===== config.mk =====
export PLATFORM = sky130hd
export DESIGN_NAME = crc32_engine_with_combine_top
export DESIGN_NICKNAME = d
export VERILOG_FILES = /design/src/rtl/crc32ec_pkg.sv /design/src/rtl/crc32_engine_with_combine_top.sv /design/src/rtl/crc32ec_datapath.sv /design/src/rtl/crc32ec_ctrl.sv
export VERILOG_INCLUDE_DIRS = /design/src /design/src/rtl
export SDC_FILE = /design/constraint.sdc
export NUM_CORES = 2
export LEC_CHECK = 0
export BUFFER_PORTS_ARGS = -buffer_cell sky130_fd_sc_hd__buf_2
export CORE_UTILIZATION = 30
export CTS_CLUSTER_DIAMETER = 50
export DETAILED_ROUTE_END_ITERATION = 16
export PLACE_DENSITY = 0.46
export SYNTH_ARGS = -nofsm -noshare
export SYNTH_HDL_FRONTEND = slang
export SYNTH_SLANG_ARGS = --single-unit

===== constraint.sdc =====
create_clock -name clk -period 13.5 [get_ports clk]
set_clock_uncertainty 0.2 [all_clocks]
set_input_delay 2.7 -clock clk [delete_from_list [all_inputs] [get_ports clk]]
set_output_delay 2.7 -clock clk [all_outputs]
set_load 0.03 [all_outputs]

===== src/rtl/crc32_engine_with_combine_top_macros.svh =====
// assertion macros for the crc32 engine with combine
`ifndef CRC32_ENGINE_WITH_COMBINE_TOP_MACROS_SVH
`define CRC32_ENGINE_WITH_COMBINE_TOP_MACROS_SVH

`ifndef SYNTHESIS
// checked property, held off while reset is low
`define CRC32EC_ASSERT(name, prop, msg) \
  name: assert property (@(posedge clk) disable iff (!rst_n) prop) else $error(msg);
// checked property, also checked during reset
`define CRC32EC_ASSERT_ALWAYS(name, prop, msg) \
  name: assert property (@(posedge clk) prop) else $error(msg);
`else
`define CRC32EC_ASSERT(name, prop, msg)
`define CRC32EC_ASSERT_ALWAYS(name, prop, msg)
`endif

`endif


===== src/rtl/crc32ec_pkg.sv =====
// ----------------------------------------------------------------------------
// crc32ec_pkg
// shared types, codes and gf(2) helpers for the crc32 engine with combine
// ----------------------------------------------------------------------------
`default_nettype none

package crc32ec_pkg;

  localparam int unsigned WORD_BYTES = 8;
  localparam logic [31:0] CRC_POLY = 32'hEDB88320;

  localparam logic [1:0] KIND_MSG    = 2'd0;
  localparam logic [1:0] KIND_MUL    = 2'd1;
  localparam logic [1:0] KIND_SHIFT  = 2'd2;
  localparam logic [1:0] KIND_UNUSED = 2'd3;

  typedef struct packed {
    logic [1:0]  kind;
    logic [63:0] data_word;
    logic [3:0]  byte_count;
    logic        first;
    logic        last;
    logic [31:0] crc_in;
    logic [31:0] factor;
    logic [31:0] shift_bits;
  } in_item_t;

  typedef struct packed {
    logic [31:0] result;
    logic [1:0]  source;
  } out_item_t;

  typedef enum logic [1:0] {
    SEL_MSG   = 2'd0,
    SEL_MUL   = 2'd1,
    SEL_SHIFT = 2'd2
  } out_sel_t;

  typedef struct packed {
    logic     msg_en;
    logic     shift_start;
    logic     shift_step;
    logic     out_load;
    out_sel_t out_sel;
  } ctrl_cmd_t;

  typedef struct packed {
    logic shift_last;
  } dp_status_t;

  typedef logic [31:0] pow_tab_t [32];

  // reflected carry-less product modulo the polynomial
  function automatic logic [31:0] gf_mul(input logic [31:0] a, input logic [31:0] b);
    logic [31:0] p;
    logic [31:0] bb;
    p  = '0;
    bb = b;
    for (int i = 31; i >= 0; i--) begin
      if (a[i]) p = p ^ bb;
      bb = bb[0] ? ((bb >> 1) ^ CRC_POLY) : (bb >> 1);
    end
    return p;
  endfunction

  // entry k is x^(2^k) mod P, reflected
  function automatic pow_tab_t gen_pow_table();
    pow_tab_t t;
    t[0] = 32'h40000000;
    for (int k = 1; k < 32; k++) t[k] = gf_mul(t[k-1], t[k-1]);
    return t;
  endfunction

  localparam pow_tab_t POW_TABLE = gen_pow_table();

  // run the valid bytes of one word through the crc, first byte in the low bits
  function automatic logic [31:0] crc_word(input logic [31:0] crc, input logic [63:0] data,
                                           input logic [3:0] count);
    logic [31:0] c;
    logic [3:0]  n;
    c = crc;
    n = (count > 4'(WORD_BYTES)) ? 4'(WORD_BYTES) : count;
    for (int i = 0; i < WORD_BYTES; i++) begin
      if (4'(i) < n) begin
        c = c ^ {24'd0, data[8*i +: 8]};
        for (int j = 0; j < 8; j++) c = c[0] ? ((c >> 1) ^ CRC_POLY) : (c >> 1);
      end
    end
    return c;
  endfunction

endpackage

`default_nettype wire


===== src/rtl/crc32_engine_with_combine_top.sv =====
// ----------------------------------------------------------------------------
// crc32_engine_with_combine_top
// crc-32 (reflected 0xEDB88320) with gf multiply and shift for crc combining
// ----------------------------------------------------------------------------
// usage: items enter on in_valid/in_ready, results leave on out_valid/out_ready.
// kind 0 message words stream one beat per cycle while in_ready is high;
// a word with last set puts the inverted crc into the output register
// in the cycle after accept. kind 1 multiply gives its product in the
// cycle after accept. kind 2 shift holds the input through the S_SHIFT and
// S_DONE states: 32 steps of a gf multiplier, one per bit of shift_bits
// against a constant power table, then one load of the result in S_DONE
// once the output register is free. the output register lets the next beat
// enter while a result waits, as long as out_ready is high or the register
// is empty; a stalled receiver holds in_ready low while a result waits.
// kind 3 beats are taken and dropped.
// reset clears the running crc to zero and empties the output register;
// no warm-up pass is needed.
// ----------------------------------------------------------------------------
`default_nettype none

module crc32_engine_with_combine_top (
  input  wire                    clk,
  input  wire                    rst_n,
  input  wire                    in_valid,
  output logic                   in_ready,
  input  wire crc32ec_pkg::in_item_t in_data,
  output logic                   out_valid,
  input  wire                    out_ready,
  output crc32ec_pkg::out_item_t out_data
);

  crc32ec_pkg::ctrl_cmd_t  cmd;
  crc32ec_pkg::dp_status_t status;

  crc32ec_ctrl u_ctrl (
    .clk       (clk),
    .rst_n     (rst_n),
    .in_valid  (in_valid),
    .in_ready  (in_ready),
    .in_kind   (in_data.kind),
    .in_last   (in_data.last),
    .out_valid (out_valid),
    .out_ready (out_ready),
    .status    (status),
    .cmd       (cmd)
  );

  crc32ec_datapath u_dp (
    .clk      (clk),
    .rst_n    (rst_n),
    .in_data  (in_data),
    .cmd      (cmd),
    .status   (status),
    .out_data (out_data)
  );

endmodule

`default_nettype wire


===== src/rtl/crc32ec_datapath.sv =====
// ----------------------------------------------------------------------------
// crc32ec_datapath
// running crc, combinational multiplier, iterative shift and result register
// ----------------------------------------------------------------------------
`default_nettype none

module crc32ec_datapath (
  input  wire                      clk,
  input  wire                      rst_n,
  input  wire crc32ec_pkg::in_item_t  in_data,
  input  wire crc32ec_pkg::ctrl_cmd_t cmd,
  output crc32ec_pkg::dp_status_t status,
  output crc32ec_pkg::out_item_t   out_data
);

  logic [31:0] crc_r, crc_nxt;
  logic [31:0] acc_r, acc_nxt;
  logic [31:0] n_r;
  logic [4:0]  k_r, k_nxt;
  logic [31:0] res_r, res_nxt;
  logic [1:0]  src_r, src_nxt;
  logic [31:0] crc_base;
  logic [31:0] acc_prod;

  assign crc_base = in_data.first ? ~in_data.crc_in : crc_r;
  assign crc_nxt  = cmd.msg_en ? crc32ec_pkg::crc_word(crc_base, in_data.data_word,
                                                       in_data.byte_count) : crc_r;
  assign acc_prod = crc32ec_pkg::gf_mul(acc_r, crc32ec_pkg::POW_TABLE[k_r]);

  always_comb begin
    acc_nxt = acc_r;
    k_nxt   = k_r;
    if (cmd.shift_start) begin
      acc_nxt = in_data.crc_in;
      k_nxt   = '0;
    end else if (cmd.shift_step) begin
      if (n_r[k_r]) acc_nxt = acc_prod;
      k_nxt = k_r + 5'd1;
    end
  end

  always_comb begin
    res_nxt = res_r;
    src_nxt = src_r;
    if (cmd.out_load) begin
      unique case (cmd.out_sel)
        crc32ec_pkg::SEL_MSG: begin
          res_nxt = ~crc_nxt;
          src_nxt = crc32ec_pkg::KIND_MSG;
        end
        crc32ec_pkg::SEL_MUL: begin
          res_nxt = crc32ec_pkg::gf_mul(in_data.crc_in, in_data.factor);
          src_nxt = crc32ec_pkg::KIND_MUL;
        end
        crc32ec_pkg::SEL_SHIFT: begin
          res_nxt = acc_r;
          src_nxt = crc32ec_pkg::KIND_SHIFT;
        end
        default: begin
          res_nxt = res_r;
          src_nxt = src_r;
        end
      endcase
    end
  end

  always_ff @(posedge clk) begin
    if (!rst_n) begin
      crc_r <= '0;
      k_r   <= '0;
    end else begin
      crc_r <= crc_nxt;
      k_r   <= k_nxt;
    end
    acc_r <= acc_nxt;
    res_r <= res_nxt;
    src_r <= src_nxt;
    if (cmd.shift_start) n_r <= in_data.shift_bits;
  end

  assign status.shift_last = (k_r == 5'd31);
  assign out_data.result   = res_r;
  assign out_data.source   = src_r;

endmodule

`default_nettype wire


===== src/rtl/crc32ec_ctrl.sv =====
// ----------------------------------------------------------------------------
// crc32ec_ctrl
// handshake and sequencing for message, multiply and shift items
// ----------------------------------------------------------------------------
`default_nettype none

`include "crc32_engine_with_combine_top_macros.svh"

module crc32ec_ctrl (
  input  wire                      clk,
  input  wire                      rst_n,
  input  wire                      in_valid,
  output logic                     in_ready,
  input  wire  [1:0]               in_kind,
  input  wire                      in_last,
  output logic                     out_valid,
  input  wire                      out_ready,
  input  wire crc32ec_pkg::dp_status_t status,
  output crc32ec_pkg::ctrl_cmd_t   cmd
);

  typedef enum logic [1:0] {S_IDLE, S_SHIFT, S_DONE} state_t;

  state_t state_r, state_nxt;
  logic   out_valid_r, out_valid_nxt;
  logic   out_free;
  logic   in_fire;

  assign out_free = !out_valid_r || out_ready;
  assign in_ready = (state_r == S_IDLE) && out_free;
  assign in_fire  = in_valid && in_ready;

  always_comb begin
    state_nxt       = state_r;
    cmd.msg_en      = 1'b0;
    cmd.shift_start = 1'b0;
    cmd.shift_step  = 1'b0;
    cmd.out_load    = 1'b0;
    cmd.out_sel     = crc32ec_pkg::SEL_MSG;
    unique case (state_r)
      S_IDLE: begin
        if (in_fire) begin
          case (in_kind)
            crc32ec_pkg::KIND_MSG: begin
              cmd.msg_en   = 1'b1;
              cmd.out_load = in_last;
            end
            crc32ec_pkg::KIND_MUL: begin
              cmd.out_load = 1'b1;
              cmd.out_sel  = crc32ec_pkg::SEL_MUL;
            end
            crc32ec_pkg::KIND_SHIFT: begin
              cmd.shift_start = 1'b1;
              state_nxt       = S_SHIFT;
            end
            default: ;
          endcase
        end
      end
      S_SHIFT: begin
        cmd.shift_step = 1'b1;
        if (status.shift_last) state_nxt = S_DONE;
      end
      S_DONE: begin
        cmd.out_sel = crc32ec_pkg::SEL_SHIFT;
        if (out_free) begin
          cmd.out_load = 1'b1;
          state_nxt    = S_IDLE;
        end
      end
      default: state_nxt = S_IDLE;
    endcase
  end

  assign out_valid_nxt = cmd.out_load ? 1'b1 : (out_ready ? 1'b0 : out_valid_r);

  always_ff @(posedge clk) begin
    if (!rst_n) begin
      state_r     <= S_IDLE;
      out_valid_r <= 1'b0;
    end else begin
      state_r     <= state_nxt;
      out_valid_r <= out_valid_nxt;
    end
  end

  assign out_valid = out_valid_r;

  `CRC32EC_ASSERT(a_shift_blocks,
    in_fire && in_kind == crc32ec_pkg::KIND_SHIFT |=> !in_ready,
    "shift item did not block input")
  `CRC32EC_ASSERT(a_shift_ends,
    state_r == S_SHIFT && status.shift_last |=> state_r == S_DONE,
    "shift sweep did not end")
  `CRC32EC_ASSERT(a_no_overwrite, cmd.out_load |-> out_free, "result register overwritten")
  `CRC32EC_ASSERT_ALWAYS(a_reset_idle,
    !rst_n |=> !out_valid_r && state_r == S_IDLE,
    "reset left block busy")

endmodule

`default_nettype wire

==> out/metrics.cfg <==
[synthesis]
synth_fp_nets=7966
synth_xor_area_share_pct=55.8
yosys_most_used_dff=edfxtp_1
yosys.area_share.adder_pct=0.338
synth_cells=7779
ys_ff_latch=138
synth_area_mm2=0.0555
yosysWarnings=0
synth_edf_count=98
synth_mux_area_share_pct=2.77
synth_compound_area_share_pct=9.54
ys_types=121
ys_async_sr_fraction_pct=0
synth_top_family_by_area=XOR/XNOR gates
avgSynthCellArea_um2=7.14
synth_seq_area_share_pct=6.74
synthSimpleGateAreaFrac_pct=20.9

[routing]
wl_per_cell_um=22.5
vias=51500
drt_iter0_drc=4410
vias_per_cell=4.99
postRouteAntennaNets=0
drt_pre_antenna_iters=5
drc_errors=0
wirelength_um=232000

[placed_design]
dp_hpwl_um=179000
dpl.cell_count=10300
place.gp.congestion=0.944
portBuffers=207

[final_layout]
most-common-layout-cells=2497 x xnor2_1, 2087 x nand2_1, 701 x xor2_1
area_growth_syn_to_layout_pct=9.88
instances_no_fill=10300
final_common_cell=xnor2_1
drive_gt1_share_pct=9.37
final_nets=8017

[clock_tree]
htreeDepth=4
cts.sinks=138
cts_setup_buffers=0
numCtsBuffers=17
clk_pin_slew_ns=0.07
cts_buffer_depth=2
cts_tree=done
clkLatencyLatePin_ns=0.47
cts_root_buf=clkbuf_16

[global_route]
first_global_vias=48600
track_usage_pct=24.1
grt-ovfl-total=0
antenna_found_initial=7
grt_max_degree=58
grt_pass1_wl_um=340000

[setup_path]
required_ns=13.52
criticalPathCategory=primary input to flop
slowest_stage=a2111oi_4
slowest_delay_ns=0.76
timing.critical_path.to_type=flop
crit_path_start=in_data[97]
critPathCapture=u_dp.res_r[29]
timing.rr.end=u_dp.res_r[21]
timing.rr.start=u_dp.crc_r[2]
cp_max_fo=19
crit_top_cell=xnor3_1
worstPathArrival_ns=13.01
startpoint_type=primary input
ff2ff_path_depth=30
r2r_setup_slack_ns=2.54

[timing]
layout_min_cycle_time_ns=12.99
max-slew-margin-rel_pct=24.6
fin_crit_sh_pct=96.2
worstMarginPinSlew_ns=1.13
slew_viol_final=0
rsz0062_at_grt=no
finalHoldViolCount=0
fmax_mhz=77.0
setup-violations-final=0
timing.setup.tns_ns=0

[floorplan]
die_x_um=432
std_cell_rows=157
dieArea_mm2=0.187
coreArea_mm2=0.183
start_util_pct=30.3
die_h_um=432
io-pin-count=208

[worst_hold_path]
hold_class=flop to flop
hp-start=u_dp.crc_r[7]

[outcome]
outcome=complete, no violations

[job]
maxCapViolations=0

==> worst min path at each step <==
stage,end,depth (start not counted)
3_3_place_gp,u_dp.crc_r[29],2
2_1_floorplan,u_dp.crc_r[7],2
6_report,u_dp.crc_r[7],2
3_5_place_dp,u_dp.crc_r[7],2
4_1_cts,u_dp.crc_r[7],2
5_1_grt,u_dp.crc_r[7],2
==> worst max-delay path: cells and delay by family <==
kind            cells  cell delay, ns
compound gates      8            2.78
xor+xnor           11            3.89
buf+inv             4            0.94
mux                 3            0.74
simple gates        8            1.92
==> cell families (layout without fill, tap and decap cells) <==
group,Yosys count,count (layout)
mux,132,132
other cells,0,7
flops,138,138
buf+inv,540,604
fa+ha+maj,15,15
compound gates,783,783
xor+xnor,3351,3351
simple gates,2820,2820
==> layout make-up <==
type | count | area [um2]
repair buffers | 513 | 3360
clock buffers | 19 | 475
multi-input cells | 7101 | 50000
inverters | 59 | 221
fillers | 19900 | 122000
flip-flops and latches | 138 | 3740
well taps | 2464 | 3080
diodes | 7 | 17.5
clock inverters | 13 | 156
==> registers in the layout (all words and copies together), names as in the netlist <==
| register | cells |
|---|---|
| u_dp.src_r | 2 |
| u_ctrl.out_valid | 1 |
| u_dp.k_r | 5 |
| u_dp.res_r | 32 |
| u_dp.crc_r | 32 |
| u_dp.n_r | 32 |
| u_ctrl.state_r | 2 |
| u_dp.acc_r | 32 |
==> through the flow <==
step	util (%)	setup WS, ns	area [um2]	hold slack [ns]
after global routing	33.2	0.0340	61000	0.346
final	33.3	0.513	61000	0.356
after CTS	33.2	0.509	61000	0.343
after global placement	32.9	0.135	60400	0.322
after floorplan	-	1.24	55500	0.241
after detailed placement	32.9	0.0474	60400	0.326
==> per-layer routing <==
| layer | up-vias | track usage [%] | wire, um |
|---|---|---|---|
| met5 | - | 0 | 0 |
| met1 | 24800 | 33.5 | 107000 |
| li1 | 24800 | - | - |
| met3 | 228 | 1.34 | 10500 |
| met4 | 0 | 7.44 | 8160 |
| met2 | 1608 | 39.5 | 107000 |
==> repair_timing <==
action | in CTS | in global routing
hold buffers | 0 | 0
gates resized for setup | 0 | 2
setup endpoints to repair | 0 | 4
==> Yosys cell counts, types with 37 or more instances <==
library cell,number,area [um2]
edfxtp_1,98,2940
inv_1,52,195
o211ai_1,43,323
mux2i_1,91,911
nand2_1,2087,7830
nand3_1,54,270
a21oi_1,204,1020
clkbuf_1,380,1430
buf_1,70,263
a22oi_1,45,338
dfxtp_1,40,801
a211oi_1,37,278
xnor2_1,2513,22000
xnor3_1,78,1760
nor2b_1,40,250
xor2_1,715,6260
nor2_1,337,1260
o21ai_0,190,951
nand2b_1,60,375
nor3_1,51,255
Power is not shown: default switching activity piles up to over one toggle a cycle in this logic, so the estimate is an artifact.
